**src/sv/nptm_pkg.sv**
```systemverilog
// ----------------------------------------------------------------------------
// nptm_pkg
// shared types, constants and helpers of the nand plane timing model
// ----------------------------------------------------------------------------
`default_nettype none

package nptm_pkg;

	// plane array geometry
	localparam int MAX_CHANNELS = 8;
	localparam int MAX_LUNS     = 8;
	localparam int MAX_PLANES   = 4;
	localparam int PLANE_COUNT  = MAX_CHANNELS * MAX_LUNS * MAX_PLANES;
	localparam int ADDR_W       = (PLANE_COUNT > 1) ? $clog2(PLANE_COUNT) : 1;

	// walk counter index widths and count widths
	localparam int CH_IW = (MAX_CHANNELS > 1) ? $clog2(MAX_CHANNELS) : 1;
	localparam int LU_IW = (MAX_LUNS > 1) ? $clog2(MAX_LUNS) : 1;
	localparam int PL_IW = (MAX_PLANES > 1) ? $clog2(MAX_PLANES) : 1;
	localparam int CH_CW = $clog2(MAX_CHANNELS + 1);
	localparam int LU_CW = $clog2(MAX_LUNS + 1);
	localparam int PL_CW = $clog2(MAX_PLANES + 1);

	// field widths
	localparam int OP_W    = 2;
	localparam int CHAN_W  = 3;
	localparam int LUN_W   = 3;
	localparam int PLANE_W = 2;
	localparam int TIME_W  = 62;
	localparam int DELAY_W = 32;
	localparam int CHU_W   = 4;
	localparam int LUU_W   = 4;
	localparam int PLU_W   = 3;
	localparam int CFG_IDX_W  = 3;
	localparam int CFG_DATA_W = 32;

	localparam logic [TIME_W-1:0] TIME_MAX = {TIME_W{1'b1}};

	// stream packing
	localparam int IN_BITS     = CHAN_W + LUN_W + PLANE_W + 2 * TIME_W;
	localparam int IN_TDATA_W  = ((IN_BITS + 7) / 8) * 8;
	localparam int OUT_TDATA_W = ((TIME_W + 7) / 8) * 8;
	localparam int OFS_CHAN    = 0;
	localparam int OFS_LUN     = OFS_CHAN + CHAN_W;
	localparam int OFS_PLANE   = OFS_LUN + LUN_W;
	localparam int OFS_START   = OFS_PLANE + PLANE_W;
	localparam int OFS_NOW     = OFS_START + TIME_W;

	// command codes
	localparam logic [OP_W-1:0] OP_READ       = 2'd0;
	localparam logic [OP_W-1:0] OP_WRITE      = 2'd1;
	localparam logic [OP_W-1:0] OP_ERASE      = 2'd2;
	localparam logic [OP_W-1:0] OP_ZONE_ERASE = 2'd3;

	// register indexes
	localparam logic [CFG_IDX_W-1:0] REG_READ_DELAY  = 3'd0;
	localparam logic [CFG_IDX_W-1:0] REG_WRITE_DELAY = 3'd1;
	localparam logic [CFG_IDX_W-1:0] REG_ERASE_DELAY = 3'd2;
	localparam logic [CFG_IDX_W-1:0] REG_CHANNELS    = 3'd3;
	localparam logic [CFG_IDX_W-1:0] REG_LUNS        = 3'd4;
	localparam logic [CFG_IDX_W-1:0] REG_PLANES      = 3'd5;

	// register reset values
	localparam logic [DELAY_W-1:0] RST_READ_DELAY  = 32'd40000;
	localparam logic [DELAY_W-1:0] RST_WRITE_DELAY = 32'd200000;
	localparam logic [DELAY_W-1:0] RST_ERASE_DELAY = 32'd2000000;
	localparam logic [CHU_W-1:0]   RST_CHANNELS    = 4'd8;
	localparam logic [LUU_W-1:0]   RST_LUNS        = 4'd8;
	localparam logic [PLU_W-1:0]   RST_PLANES      = 3'd1;

	// shared arithmetic unit operations
	typedef enum logic [1:0] {
		UOP_MAX    = 2'd0,
		UOP_ADDSAT = 2'd1,
		UOP_SUB    = 2'd2
	} uop_t;

	typedef struct packed {
		uop_t              uop;
		logic [TIME_W-1:0] a;
		logic [TIME_W-1:0] b;
	} unit_req_t;

	typedef struct packed {
		logic              re;
		logic              we;
		logic [ADDR_W-1:0] addr;
		logic [TIME_W-1:0] wdata;
	} ram_req_t;

	// flat plane index from channel, lun and plane
	function automatic logic [ADDR_W-1:0] plane_addr(input int ch, input int lu, input int pl);
		int idx;
		idx = ((ch % MAX_CHANNELS) * MAX_LUNS + (lu % MAX_LUNS)) * MAX_PLANES
			+ (pl % MAX_PLANES);
		return ADDR_W'(idx);
	endfunction

endpackage

`default_nettype wire

```
**src/sv/nptm_seq.sv**
```systemverilog
// ----------------------------------------------------------------------------
// nptm_seq
// command sequencer: plane walk, free-time update, result register
// ----------------------------------------------------------------------------
`default_nettype none

module nptm_seq
	import nptm_pkg::*;
(
	input  wire logic                  clk,
	input  wire logic                  arst_n,
	// command item
	input  wire logic                  in_valid,
	output logic                       in_ready,
	input  wire logic [OP_W-1:0]       operation,
	input  wire logic [CHAN_W-1:0]     channel,
	input  wire logic [LUN_W-1:0]      lun,
	input  wire logic [PLANE_W-1:0]    plane,
	input  wire logic [TIME_W-1:0]     start_time,
	input  wire logic [TIME_W-1:0]     now_time,
	// configuration
	input  wire logic [DELAY_W-1:0]    read_delay_ns,
	input  wire logic [DELAY_W-1:0]    write_delay_ns,
	input  wire logic [DELAY_W-1:0]    erase_delay_ns,
	input  wire logic [CHU_W-1:0]      channels_used,
	input  wire logic [LUU_W-1:0]      luns_used,
	input  wire logic [PLU_W-1:0]      planes_used,
	// result item
	output logic                       out_valid,
	input  wire logic                  out_ready,
	output logic [TIME_W-1:0]          latency_ns,
	// free-time store
	output ram_req_t                   ram_req,
	input  wire logic [TIME_W-1:0]     ram_rdata,
	input  wire logic                  ram_rvld,
	// shared unit
	output unit_req_t                  unit_req,
	input  wire logic [TIME_W-1:0]     unit_y
);

	typedef enum logic [5:0] {
		ST_IDLE = 6'b000001,
		ST_RD   = 6'b000010,
		ST_BEG  = 6'b000100,
		ST_ADD  = 6'b001000,
		ST_MAX  = 6'b010000,
		ST_FIN  = 6'b100000
	} state_t;

	state_t             state_q;
	logic               zone_q;
	logic [TIME_W-1:0]  start_q;
	logic [DELAY_W-1:0] delay_q;
	logic [TIME_W-1:0]  acc_q;
	logic [TIME_W-1:0]  maxd_q;
	logic [CH_IW-1:0]   c_q;
	logic [LU_IW-1:0]   l_q;
	logic [PL_IW-1:0]   p_q;
	logic [CH_CW-1:0]   nc_q;
	logic [LU_CW-1:0]   nl_q;
	logic [PL_CW-1:0]   np_q;
	logic [ADDR_W-1:0]  addr_q;
	logic               out_vld_q;
	logic [TIME_W-1:0]  out_q;

	logic [CH_CW-1:0]   nc;
	logic [LU_CW-1:0]   nl;
	logic [PL_CW-1:0]   np;
	logic               c_last, l_last, p_last, last;
	logic [CH_IW-1:0]   c_nx;
	logic [LU_IW-1:0]   l_nx;
	logic [PL_IW-1:0]   p_nx;
	logic [DELAY_W-1:0] delay_sel;

	assign in_ready   = (state_q == ST_IDLE);
	assign out_valid  = out_vld_q;
	assign latency_ns = out_q;

	// zone counts clamped to the plane array
	assign nc = (int'(channels_used) > MAX_CHANNELS) ? CH_CW'(MAX_CHANNELS)
		: CH_CW'(channels_used);
	assign nl = (int'(luns_used) > MAX_LUNS) ? LU_CW'(MAX_LUNS) : LU_CW'(luns_used);
	assign np = (int'(planes_used) > MAX_PLANES) ? PL_CW'(MAX_PLANES)
		: PL_CW'(planes_used);

	always_comb begin
		case (operation)
			OP_READ:  delay_sel = read_delay_ns;
			OP_WRITE: delay_sel = write_delay_ns;
			default:  delay_sel = erase_delay_ns;
		endcase
	end

	// walk position
	assign c_last = (CH_CW'(c_q) + CH_CW'(1)) == nc_q;
	assign l_last = (LU_CW'(l_q) + LU_CW'(1)) == nl_q;
	assign p_last = (PL_CW'(p_q) + PL_CW'(1)) == np_q;
	assign last   = !zone_q || (c_last && l_last && p_last);

	always_comb begin
		c_nx = c_q;
		l_nx = l_q;
		p_nx = p_q;
		if (!p_last) begin
			p_nx = p_q + PL_IW'(1);
		end else begin
			p_nx = '0;
			if (!l_last) begin
				l_nx = l_q + LU_IW'(1);
			end else begin
				l_nx = '0;
				c_nx = c_q + CH_IW'(1);
			end
		end
	end

	// memory access
	always_comb begin
		ram_req.re    = (state_q == ST_RD);
		ram_req.we    = (state_q == ST_MAX);
		ram_req.addr  = addr_q;
		ram_req.wdata = acc_q;
	end

	// operand selection for the shared unit
	always_comb begin
		unit_req.uop = UOP_MAX;
		unit_req.a   = '0;
		unit_req.b   = '0;
		case (state_q)
			ST_BEG: begin
				unit_req.uop = UOP_MAX;
				unit_req.a   = ram_rvld ? ram_rdata : '0;
				unit_req.b   = start_q;
			end
			ST_ADD: begin
				unit_req.uop = UOP_ADDSAT;
				unit_req.a   = acc_q;
				unit_req.b   = TIME_W'(delay_q);
			end
			ST_MAX: begin
				unit_req.uop = UOP_MAX;
				unit_req.a   = maxd_q;
				unit_req.b   = acc_q;
			end
			ST_FIN: begin
				unit_req.uop = UOP_SUB;
				unit_req.a   = maxd_q;
				unit_req.b   = start_q;
			end
			default: begin
				unit_req.uop = UOP_MAX;
			end
		endcase
	end

	// control
	always_ff @(posedge clk or negedge arst_n) begin
		if (!arst_n) begin
			state_q   <= ST_IDLE;
			out_vld_q <= 1'b0;
		end else begin
			// in the final state the result register is either reloaded or kept
			if (out_vld_q && out_ready && state_q != ST_FIN) begin
				out_vld_q <= 1'b0;
			end
			case (state_q)
				ST_IDLE: begin
					if (in_valid) begin
						if (operation == OP_ZONE_ERASE
							&& (nc == '0 || nl == '0 || np == '0)) begin
							state_q <= ST_FIN;
						end else begin
							state_q <= ST_RD;
						end
					end
				end
				ST_RD:  state_q <= ST_BEG;
				ST_BEG: state_q <= ST_ADD;
				ST_ADD: state_q <= ST_MAX;
				ST_MAX: state_q <= last ? ST_FIN : ST_RD;
				ST_FIN: begin
					if (!out_vld_q || out_ready) begin
						out_vld_q <= 1'b1;
						state_q   <= ST_IDLE;
					end
				end
				default: state_q <= ST_IDLE;
			endcase
		end
	end

	// datapath
	always_ff @(posedge clk) begin
		case (state_q)
			ST_IDLE: begin
				if (in_valid) begin
					zone_q  <= (operation == OP_ZONE_ERASE);
					start_q <= (start_time != '0) ? start_time : now_time;
					maxd_q  <= (start_time != '0) ? start_time : now_time;
					delay_q <= delay_sel;
					nc_q    <= nc;
					nl_q    <= nl;
					np_q    <= np;
					c_q     <= '0;
					l_q     <= '0;
					p_q     <= '0;
					if (operation == OP_ZONE_ERASE) begin
						addr_q <= '0;
					end else begin
						addr_q <= plane_addr(int'(channel), int'(lun), int'(plane));
					end
				end
			end
			ST_BEG: acc_q <= unit_y;
			ST_ADD: acc_q <= unit_y;
			ST_MAX: begin
				maxd_q <= unit_y;
				c_q    <= c_nx;
				l_q    <= l_nx;
				p_q    <= p_nx;
				addr_q <= plane_addr(int'(c_nx), int'(l_nx), int'(p_nx));
			end
			ST_FIN: begin
				if (!out_vld_q || out_ready) begin
					out_q <= unit_y;
				end
			end
			default: begin
			end
		endcase
	end

endmodule

`default_nettype wire

```
**config.mk**
```make
export PLATFORM = sky130hd
export DESIGN_NAME = nptm_seq
export DESIGN_NICKNAME = d
export VERILOG_FILES = /design/src/sv/nptm_pkg.sv /design/src/sv/nptm_seq.sv
export SDC_FILE = /design/constraint.sdc
export NUM_CORES = 1
export LEC_CHECK = 0
export BUFFER_PORTS_ARGS = -buffer_cell sky130_fd_sc_hd__buf_2
export CAP_MARGIN = 25
export CORE_AREA = 2 2 246 248
export CTS_CLUSTER_SIZE = 40
export DETAILED_ROUTE_END_ITERATION = 10
export DIE_AREA = 0 0 248 250
export SLEW_MARGIN = 10
export SYNTH_ARGS = -nofsm -noshare
export SYNTH_HDL_FRONTEND = slang
export SYNTH_SLANG_ARGS = --single-unit
export TNS_END_PERCENT = 1
```
**constraint.sdc**
```tcl
create_clock -name clk -period 8.4 [get_ports clk]
set_input_delay 0.84 -clock clk [delete_from_list [all_inputs] [get_ports clk]]
set_output_delay 0.84 -clock clk [all_outputs]
set_load 0.005 [all_outputs]
```
# Word level (Yosys, flattened, before mapping)
# Cells that the tools add are included.
[word_totals]
reg_bits = 315
latchBits = 0
mem_bits_rw = 0
mem_bits_ro = 0
in_bits = 370
output_inout_bits = 262
elab_cells = 95
mem_count = 0
[classes]
addsub = 10
n_mul = 0
div_mod_pow = 0
order_cmp = 3
eq_ne = 14
shift = 0
muxes = 31
bitwise_logic = 0
reduce_logical = 22
[ops]
columns = ["operator", "n"]
rows = [
  ["$pmux 124 s4", 1],
  ["$mux 62", 3],
  ["$pmux 62 s2", 1],
  ["$pmux 32 s2", 1],
  ["$reduce_bool 62->1", 1],
  ["$pmux 6 s6", 1],
  ["$mux 6", 4],
  ["$mux 3", 6],
  ["$add 8x2->8", 2],
  ["$mux 8", 2],
  ["$pmux 8 s2", 1],
  ["$add 6x3->6", 2],
  ["$pmux 3 s2", 2],
  ["$add 3x1->4 const B", 2],
  ["$eq 4x4->1", 2],
  ["$gt 4x4->1 const B", 2],
  ["$logic_not 4->1", 2],
  ["$mux 4", 2],
  ["$pmux 2 s2", 2],
  ["$reduce_and 2->1", 4],
  ["$add 3x1->3 const B", 2],
  ["$eq 6x1->1 const B", 1],
  ["$eq 6x2->1 const B", 1],
  ["$eq 6x3->1 const B", 1],
  ["other kinds (20)", 32],
]

# Longest topological paths before layout
# Gate-level depths: netlist (run 1).
[depth]
depth_word = 9
depth_mapped = 8
depth_no_buf = 6

# Worst setup path before layout (run 1)
# OpenSTA, ideal clock, no wires.
[synth_path]
kind = "reg-to-reg"
from = "reg state_q[5]"
to = "reg addr_q[0] (enable)"
setup_time_ns = 0.622
arrival_ns = 6.848
required_time_ns = 7.778
setup_slack_ns = 0.930
stages_incl_launch_ff = 4
n_path_buf = 0
synth_period_minus_slack_ns = 7.470
cell_sequence = "dfrtp_1 -> or4_4 -> or3b_4 -> o21ai_0"
[synth_between]
elab_chain_len = 3
word_cells_on_any_way = 5
cone_classes = "3 x eq/ne; 2 x reduce/logical"
[synth_rtl]
columns = ["item", "line_no", "text"]
rows = [
  ["start, declared", "nptm_seq.sv:50", "state_t state_q;"],
  ["start signal, assigned", "nptm_seq.sv:181", "ST_MAX: state_q <= last ? ST_FIN : ST_RD;"],
  ["$eq 6x1->1 / $eq 6x5->1 (equally long branches)", "nptm_seq.sv:195", "case (state_q)"],
  ["$ne 2x2->1 (no source line) / $reduce_bool 2->1 (equally long branches)", "--", ""],
  ["$reduce_and 2->1 (no source line) *", "--", ""],
  ["end signal, assigned", "nptm_seq.sv:211", "addr_q <= plane_addr(int'(channel), int'(lun), int'(plane));"],
  ["end signal, assigned", "nptm_seq.sv:222", "addr_q <= plane_addr(int'(c_nx), int'(l_nx), int'(p_nx));"],
  ["end, declared", "nptm_seq.sv:62", "logic [ADDR_W-1:0] addr_q;"],
]
# Every way passes the cells marked *; elsewhere a longest branch is shown, timed or not.
# A chain may end at the register's enable or synchronous reset.

==> results of run 1 <==
[final timing paths]
check | startpoint | endpoint
min in group clk | unit_y[24] | latency_ns[24]$_DFFE_PP_
hold / removal | arst_n | out_valid$_DFF_PN0_
setup reg to reg | state_q[5]$_DFFE_PN0P_ | delay_q[10]$_DFFE_PP_
max in group asynchronous | arst_n | state_q[0]$_DFFE_PN1P_
setup / recovery | state_q[4]$_DFFE_PN0P_ | unit_req[76]
hold reg to reg | zone_q$_DFFE_PP_ | state_q[1]$_DFFE_PN0P_
[flip-flops by register name (all words and copies together), names as in the netlist]
signal,count
delay_q,32
zone_q,1
maxd_q,62
state_q,6
nl_q,4
acc_q,62
c_q,3
start_q,62
np_q,3
l_q,3
nc_q,4
p_q,2
latency_ns,62
addr_q,8
out_valid,1
[cells by family (layout without fill, tap and decap cells)]
| kind of cell | count (synthesis) | after routing | synth area share, % |
|---|---|---|---|
| flip-flops | 315 | 315 | 67.2 |
| AO/OA/AOI/OAI | 242 | 242 | 13.2 |
| AND/OR/NAND/NOR | 237 | 237 | 7.70 |
| buffers and inverters | 104 | 753 | 3.27 |
| multiplexers | 97 | 97 | 7.48 |
| XOR/XNOR | 13 | 13 | 0.910 |
| adder cells (fa/ha/maj) | 3 | 3 | 0.268 |
| other | 0 | 2 | 0 |
[power groups by stage]
stage	clock network (mW)	registers [mW]	logic [mW]
after detailed placement	0	2.20	0.741
final	1.54	2.17	0.725
after CTS	1.58	2.17	0.744
after global routing	1.64	2.19	0.786
after global placement	0	2.19	0.727
after floorplan	0	2.20	0.342
[synth_stat cells, types with 3 or more instances]
cell type  instances
edfxtp_1         308
nand2_1          162
a21o_1            67
a22oi_1           62
mux2_1            62
o21ai_0           39
inv_1             36
mux2i_1           35
clkbuf_1          34
a222oi_1          32
a22o_1            30
buf_2             19
nor4_1            17
nor2_1            11
nor2b_1           11
buf_1              8
nor3_1             8
xnor2_1            7
buf_6              6
dfrtp_1            6
nand4_1            6
xor2_1             5
nand3_1            4
nor3b_1            4
ha_1               3
[layout make-up]
class,count,area share [%]
Timing Repair Buffer,653,17.3
Tap cell,782,5.09
Inverter,37,0.729
Multi-Input combinational cell,592,21.9
Antenna cell,2,0.0260
Sequential cell,315,49.0
Clock buffer,41,4.90
Clock inverter,22,0.990
[per-layer routing]
metal | part of all wire [%] | wire length, um | up-vias
met3 | 7.4 | 4390 | 102
li1 | - | - | 5154
met4 | 4.3 | 2550 | 2
met5 | 0.022 | 13 | -
met1 | 38 | 22400 | 5690
met2 | 51 | 30200 | 637
[through the flow]
step,hold slack [ns],setup WS [ns]
2_1_floorplan,0.474,0.930
3_3_place_gp,0.514,4.39
3_5_place_dp,0.516,4.59
4_1_cts,0.105,4.05
5_1_grt,0.120,3.95
6_report,0.143,4.15
==> run_results.csv, run 1 <==
group,metric,value,unit
outcome,status,"complete, no violations",
floorplanning,die_x,248,um
synth,synth-seq-area-share,67.2,%
grt,antenna_found_initial,4,
sta,setup_viol,0,
sta,slew_headroom,26.7,%
drt,drc,0,
grt,grtUsageTotal,18.4,%
drt,drtAntennaViolNets,0,
worst_setup_path,path_delay_family,"simple AND/OR/NAND/NOR gates",
worst_setup_path,rr_worst_depth,5,
drt,vias_per_cell,4.74,
worst_setup_path,worstPathArrival,3.41,ns
finish,seqCellArea,9430,sq um
synth,synth_warnings,0,
floorplanning,placementRows,90,
synth,synthFlopType,"edfxtp_1",
synth,synth.top_cell.area_share,65.9,%
synth,ys_ff_latch,315,
drt,vias,11600,
worst_setup_path,crit_fanout,35,
placement,place_congestion,0.958,
flow_run,drv_cap,0,
synth,synthTopCellsByArea,"edfxtp_1 66%, mux2_1 5.0%, nand2_1 4.3%, a21o_1 3.6%, a22oi_1 3.3%",
worst_setup_path,cpMaxStageDelayCell,"nand2_4",
sta,worst-slew-pin-transition,1.10,ns
worst_setup_path,critical_path_depth,7,
sta,clock_skew,0.0115,ns
finish,multi_input_area,4210,sq um
placement,dpl.cell_count,2378,
grt,grt_pass1_wl,81400,um
sta,hold_violations,0,
pwr,switchingPower,1.23,mW
placement,placed_area,18100,sq um
finish,final_cells,2444,
floorplanning,design.portCount,632,
drt,finalWirelength,59600,um
sta,fin_crit,4.25,ns
synth,yosysTopAreaCell,"edfxtp_1",
grt,grt_pass1_vias,11800,
finish,layout_common_cells,"635 x buf_2, 308 x edfxtp_1, 161 x nand2_1",
floorplanning,core,59600,sq um
clock_network,cts_buffers,37,
placement,port_buffers,631,
pwr,p_sw_share,27.7,%
clock_network,holdBufCountCts,0,
floorplanning,start_util,23.5,%
grt,top_usage_layer,"met2",
sta,tns,0,ns
finish,fillers,6031,
synth,async_reset_ff_share,2.22,%
pwr,clkPwrFrac,34.8,%
worst_setup_path,worstPathRequired,7.56,ns
finish,mostFrequentLayoutCell,"buf_2",
placement,hpwlAfterDp,43600,um
drt,drt_pass1_iterations,7,
pwr,irDropWorstVdd,0.154,mV
floorplanning,die_area,62000,sq um
pwr,power,4.44,mW
worst_setup_path,cpPeakStageDelay,0.64,ns
finish,post-route-util,32.3,%
floorplanning,die_y,250,um
clock_network,post_cts_resized,0,
synth,yosysUniqueCellTypes,49,
clock_network,clockBufferDepth,3,
grt,use_met2,33.1,%
clock_network,clk_pin_slew,0.06,ns
drt,drt-initial-drc-count,823,
finish,nNetsFinal,2009,
grt,grt_max_degree,66,
pwr,powerDensity,231,nW/um^2
pwr,p_int,3.21,mW
synth,postSynthCellCount,1011,
synth,synth_edf_count,308,
synth,synth_nets,1384,
clock_network,htreeDepth,2,
clock_network,numClockSinks,315,
grt,use_met1,20.8,%
synth,syn_avg_cell_area,13.9,sq um
sta,fin_crit_sh,50.6,%
pwr,p_leak,8.65,nW
finish,areaGrowthSynthToFinish,37.0,%
clock_network,post-cts-setup-buffers,0,
clock_network,clkLatencyLatePin,0.53,ns
drt,wire_per_inst,24.4,um
pwr,pwr-share-seq,48.9,%
sta,maxSlewViolCount,0,
worst_setup_path,crit_chain,"nor3_1 -> nand3_1 -> nand2_4 -> buf_4 -> a22oi_1 -> nand2_1 -> buf_2",
worst_setup_path,end_kind,"primary output",
finish,drive_gt1_share,43.6,%
worst_hold_path,hold_class,"primary input to async pin",
pwr,pwr-share-comb,16.3,%
clock_network,cts_root_buf,"clkbuf_16",
grt,grt_use_met3,3.39,%
sta,grt_setup_unrepaired,"false",
worst_setup_path,setup.worst_path.start_class,"register",
worst_setup_path,cp.buffers_inverters,2,
grt,grt_overflow,0,
synth,syn_area,14000,sq um
clock_network,cts_tree,"built",
worst_setup_path,worstSetupPathType,"register to primary output",
sta,max_freq,0.235,GHz
worst_setup_path,ff2ff_setup_slack,4.64,ns
finish,final_area,19200,sq um
(Power assumes the default switching activity.)
==> run 2: changes to the inputs <==
==> constraint.sdc (replaced) <==
create_clock -name clk -period 4.3 [get_ports clk]
set_input_delay 0.43 -clock clk [delete_from_list [all_inputs] [get_ports clk]]
set_output_delay 0.43 -clock clk [all_outputs]
set_load 0.005 [all_outputs]
==> run_results.csv, run 2 (synthesis results as in run 1) <==
group,metric,value,unit
grt,grt_pass1_vias,11700,
clock_network,clk_pin_slew,0.07,ns
worst_setup_path,cp.buffers_inverters,2,
grt,grt_overflow,0,
drt,met3_length,4330,um
sta,hold_violations,0,
worst_setup_path,worstSetupPathType,"register to primary output",
grt,grt_pass1_wl,77700,um
floorplanning,die_y,250,um
drt,wire_per_inst,23.3,um
placement,pre_cts_ws,0.809,ns
pwr,p_leak,8.66,nW
worst_setup_path,cpMaxStageDelayCell,"nand2b_4",
sta,max_freq,0.277,GHz
sta,setup_slack,0.686,ns
floorplanning,start_util,23.5,%
floorplanning,placementRows,90,
finish,mostFrequentLayoutCell,"buf_2",
drt,drtAntennaViolNets,0,
worst_setup_path,worstPathArrival,3.18,ns
finish,fillers,6014,
finish,layout_common_cells,"633 x buf_2, 308 x edfxtp_1, 161 x nand2_1",
pwr,irDropWorstVdd,0.260,mV
flow_run,drv_cap,0,
pwr,pwr-share-seq,49.6,%
grt,antenna_found_initial,6,
sta,setup_viol,0,
pwr,powerDensity,442,nW/um^2
clock_network,cts_root_buf,"clkbuf_16",
floorplanning,design.portCount,632,
sta,slew_headroom,33.2,%
finish,post-route-util,32.3,%
drt,finalWirelength,57200,um
clock_network,clkLatencyLatePin,0.55,ns
sta,clock_skew,0.0239,ns
worst_setup_path,worstPathRequired,3.87,ns
clock_network,cts_tree,"built",
drt,vias,11600,
floorplanning,die_area,62000,sq um
worst_setup_path,cp-startpoint,"state_q[4]$_DFFE_PN0P_",
grt,grt_max_degree,63,
pwr,pwr-share-comb,16.9,%
pwr,p_int,6.14,mW
worst_hold_path,min-delay-start,"unit_y[55]",
clock_network,post-cts-setup-buffers,0,
placement,hpwlAfterDp,42900,um
drt,vias_per_cell,4.75,
floorplanning,core,59600,sq um
worst_setup_path,cpPeakStageDelay,0.81,ns
clock_network,numClockSinks,315,
drt,drc,0,
pwr,switchingPower,2.37,mW
placement,port_buffers,631,
placement,place_congestion,0.914,
grt,grtUsageTotal,17.5,%
worst_setup_path,setup.worst_path.start_class,"register",
worst_setup_path,crit_chain,"or3_1 -> nor3b_2 -> nand2b_4 -> a222oi_1 -> inv_1 -> buf_2",
drt,drt_pass1_iterations,9,
sta,maxSlewViolCount,0,
worst_setup_path,r2r_start,"state_q[4]$_DFFE_PN0P_",
worst_hold_path,hold_class,"primary input to register",
sta,grt_setup_unrepaired,"false",
pwr,clkPwrFrac,33.5,%
pwr,p_sw_share,27.8,%
worst_setup_path,crit_fanout,62,
sta,fin_crit_sh,84.0,%
sta,worst-slew-pin-transition,1.00,ns
floorplanning,die_x,248,um
sta,fin_crit,3.61,ns
drt,wl_met2,28800,um
worst_setup_path,path_delay_family,"simple AND/OR/NAND/NOR gates",
clock_network,clockBufferDepth,3,
clock_network,cts_buffers,37,
finish,nNetsFinal,2015,
finish,seqCellArea,9430,sq um
finish,drive_gt1_share,43.2,%
finish,multi_input_area,4210,sq um
drt,top_layer,"met5",
drt,drt-initial-drc-count,779,
worst_setup_path,end_kind,"primary output",
clock_network,holdBufCountCts,1,
finish,areaGrowthSynthToFinish,37.2,%
drt,met1_length,21300,um
clock_network,htreeDepth,2,
outcome,status,"complete, no violations",
clock_network,post_cts_resized,0,
[run 2: area by class of cell]
type	count	area share [%]
tap	782	5.08
sequential	315	49.0
multi-input combinational	592	21.9
timing repair buffer	659	17.8
inverter	37	0.728
clock inverter	15	0.390
antenna	3	0.0390
clock buffer	48	5.13
[run 2: metal layers]
metal / up-vias / GRT usage, %
li1: 5166 / -
met1: 5690 / 19.6
met2: 663 / 31.2
met3: 117 / 3.60
met4: 6 / 8.67
met5: - / 0
[run 2: stage by stage]
step / setup TNS (ns) / hold WS, ns / power [mW] / instances / cell area, sq um
global route: 0 / 0.0677 / 8.85 / 2449 / 19200
detailed placement: 0 / 0.285 / 5.74 / 2383 / 18200
CTS: 0 / 0.0509 / 8.61 / 2447 / 19200
floorplan: -28.03 / 0.134 / 4.92 / 1011 / 14000
global placement: 0 / 0.283 / 5.71 / 2382 / 18200
finish: 0 / 0.0949 / 8.51 / 2451 / 19200
[run 2: power by group through the flow]
stage               Clock [mW]  Sequential (mW)  Combinational (mW)
floorplan                    0             4.24               0.674
global placement             0             4.27                1.44
detailed placement           0             4.28                1.46
CTS                       2.92             4.22                1.46
global route              3.04             4.26                1.55
finish                    2.85             4.22                1.43
[run 2: path summary, 6_finish.rpt]
kind / to / slack (ns) / depth (start not counted)
worst max-delay path: unit_req[17] / 0.69 / 6
worst min-delay path: latency_ns[55]$_DFFE_PP_ / 0.09 / 1
worst max register to register: acc_q[14]$_DFFE_PP_ / 1.28 / 5
worst min register to register: state_q[1]$_DFFE_PN0P_ / 0.53 / 1
max in group asynchronous: state_q[0]$_DFFE_PN1P_ / 3.78 / 2
min in group asynchronous: state_q[4]$_DFFE_PN0P_ / 0.27 / 2
==> run 3: changes to the inputs <==
==> constraint.sdc (replaced) <==
create_clock -name clk -period 3.3 [get_ports clk]
set_input_delay 0.33 -clock clk [delete_from_list [all_inputs] [get_ports clk]]
set_output_delay 0.33 -clock clk [all_outputs]
set_load 0.005 [all_outputs]
==> run_results.csv, run 3 (synthesis results as in run 1) <==
group,metric,value,unit
outcome,status,"complete, no violations",
drt,wl_met2,30400,um
floorplanning,die_area,62000,sq um
clock_network,numClockSinks,315,
worst_setup_path,end_kind,"primary output",
finish,final_area,20400,sq um
floorplanning,start_util,23.5,%
placement,placed_area,18500,sq um
finish,fillers,5919,
finish,multi_input_area,4240,sq um
sta,grt_setup_unrepaired,"true",
drt,wire_per_inst,23.5,um
pwr,p_int,8.57,mW
finish,post-route-util,34.3,%
clock_network,cts_buffers,38,
floorplanning,placementRows,90,
sta,fin_crit,3.23,ns
sta,slew_headroom,44.3,%
worst_setup_path,worstPathArrival,2.90,ns
grt,antenna_found_initial,7,
sta,hold_violations,0,
finish,nNetsFinal,2106,
placement,hpwlAfterDp,44700,um
clock_network,cts_tree,"built",
clock_network,clk_pin_slew,0.06,ns
finish,seqCellArea,9430,sq um
drt,drc,0,
grt,grt_overflow,0,
drt,drtAntennaViolNets,0,
worst_setup_path,worstPathRequired,2.97,ns
sta,setup_viol,0,
floorplanning,design.portCount,632,
placement,place_congestion,0.914,
grt,grt_max_degree,65,
pwr,p_leak,9.19,nW
finish,drive_gt1_share,43.4,%
sta,maxSlewViolCount,0,
clock_network,clkLatencyLatePin,0.56,ns
placement,port_buffers,631,
sta,max_freq,0.310,GHz
floorplanning,core,59600,sq um
drt,met1_length,23700,um
placement,pre_cts_ws,0.110,ns
sta,worst-slew-pin-transition,0.827,ns
floorplanning,die_y,250,um
clock_network,clockBufferDepth,3,
drt,drt_pass1_iterations,6,
pwr,pwr-share-comb,17.3,%
sta,clock_skew,0.0275,ns
pwr,switchingPower,3.22,mW
grt,grt_pass1_vias,12400,
drt,met3_length,3840,um
drt,top_layer,"met5",
flow_run,drv_cap,0,
sta,setup_slack,0.0723,ns
clock_network,htreeDepth,2,
worst_setup_path,setup.worst_path.start_class,"register",
finish,areaGrowthSynthToFinish,45.5,%
worst_hold_path,hold_class,"primary input to register",
sta,fin_crit_sh,97.8,%
pwr,irDropWorstVdd,0.391,mV
grt,grtUsageTotal,18.4,%
drt,drt-initial-drc-count,736,
grt,grt_pass1_wl,82400,um
finish,mostFrequentLayoutCell,"buf_2",
pwr,clkPwrFrac,36.0,%
clock_network,cts_root_buf,"clkbuf_16",
drt,finalWirelength,59900,um
pwr,powerDensity,578,nW/um^2
pwr,p_sw_share,27.3,%
worst_setup_path,crit_fanout,56,
drt,vias,12000,
pwr,pwr-share-seq,46.7,%
drt,vias_per_cell,4.70,
finish,layout_common_cells,"632 x buf_2, 308 x edfxtp_1, 161 x nand2_1",
floorplanning,die_x,248,um
worst_setup_path,worstSetupPathType,"register to primary output",
## run 3: cell count changes in the layout (fill, tap and decap cells not counted), moves of 2 or more
cell	delta
inv_6	+3
clkinv_4	+2
clkinvlp_4	+3
clkbuf_1	-3
clkinv_1	-3
buf_12	+9
bufinv_16	+5
buf_4	+23
dlygate4sd3_1	+58
## run 3: through the flow
| step | TNS, ns | power [mW] | instances | hold slack (ns) |
|---|---|---|---|---|
| after floorplan | -7.98 | 6.39 | 1011 | 0.0344 |
| after global placement | -0.242 | 7.51 | 2408 | 0.185 |
| after detailed placement | 0 | 7.56 | 2409 | 0.180 |
| after CTS | -3.69 | 11.9 | 2541 | 0.00489 |
| after global routing | -0.0535 | 12.3 | 2546 | 0.0184 |
| final | 0 | 11.8 | 2548 | 0.0413 |
## run 3: area by class of cell
type | instances | share of cell area (%)
sequential | 315 | 46.2
inverter | 37 | 0.705
clock inverter | 25 | 1.39
timing repair buffer | 748 | 21.3
tap | 782 | 4.79
antenna | 3 | 0.0368
multi-input combinational | 593 | 20.8
clock buffer | 45 | 4.79
## run 3: layer usage
| metal | track usage, % | vias to the layer above |
|---|---|---|
| met2 | 33.2 | 630 |
| met3 | 3.38 | 91 |
| met4 | 6.60 | 4 |
| li1 | - | 5370 |
| met1 | 21.6 | 5869 |
| met5 | 0 | - |
## run 3: worst max-delay path, cell delays in order, from the launching register on
cell,delay (ns)
dfrtp_1,0.46
or3_1,0.52
nor3b_4,0.39
buf_12,0.27
a22oi_1,0.31
nand2_1,0.14
buf_2,0.12
## run 3: timing repair
item,in CTS,in global routing
hold buffers,59,0
endpoints found under the hold margin,120,0
gates cloned,0,1
resized for setup,0,4
setup endpoints to repair,66,100
setup buffers,3,3
pin swaps,0,3
## run 3: power by group through the flow
stage	logic (mW)	registers (mW)	clock network, mW
after floorplan	0.889	5.50	0
after global placement	1.96	5.55	0
after detailed placement	1.98	5.58	0
after CTS	2.05	5.50	4.37
after global routing	2.21	5.56	4.49
final	2.04	5.50	4.25
## run 3: final timing paths
check	start	slack (ns)	cells after the start	end
hold reg to reg	zone_q$_DFFE_PP_	0.50	1	state_q[1]$_DFFE_PN0P_
setup reg to reg	state_q[5]$_DFFE_PN0P_	0.67	4	maxd_q[5]$_DFFE_PP_
hold / removal	unit_y[5]	0.04	1	latency_ns[5]$_DFFE_PP_
max in group asynchronous	arst_n	2.90	2	state_q[0]$_DFFE_PN1P_
min in group asynchronous	arst_n	0.15	2	out_valid$_DFF_PN0_
setup / recovery	state_q[4]$_DFFE_PN0P_	0.07	6	unit_req[119]
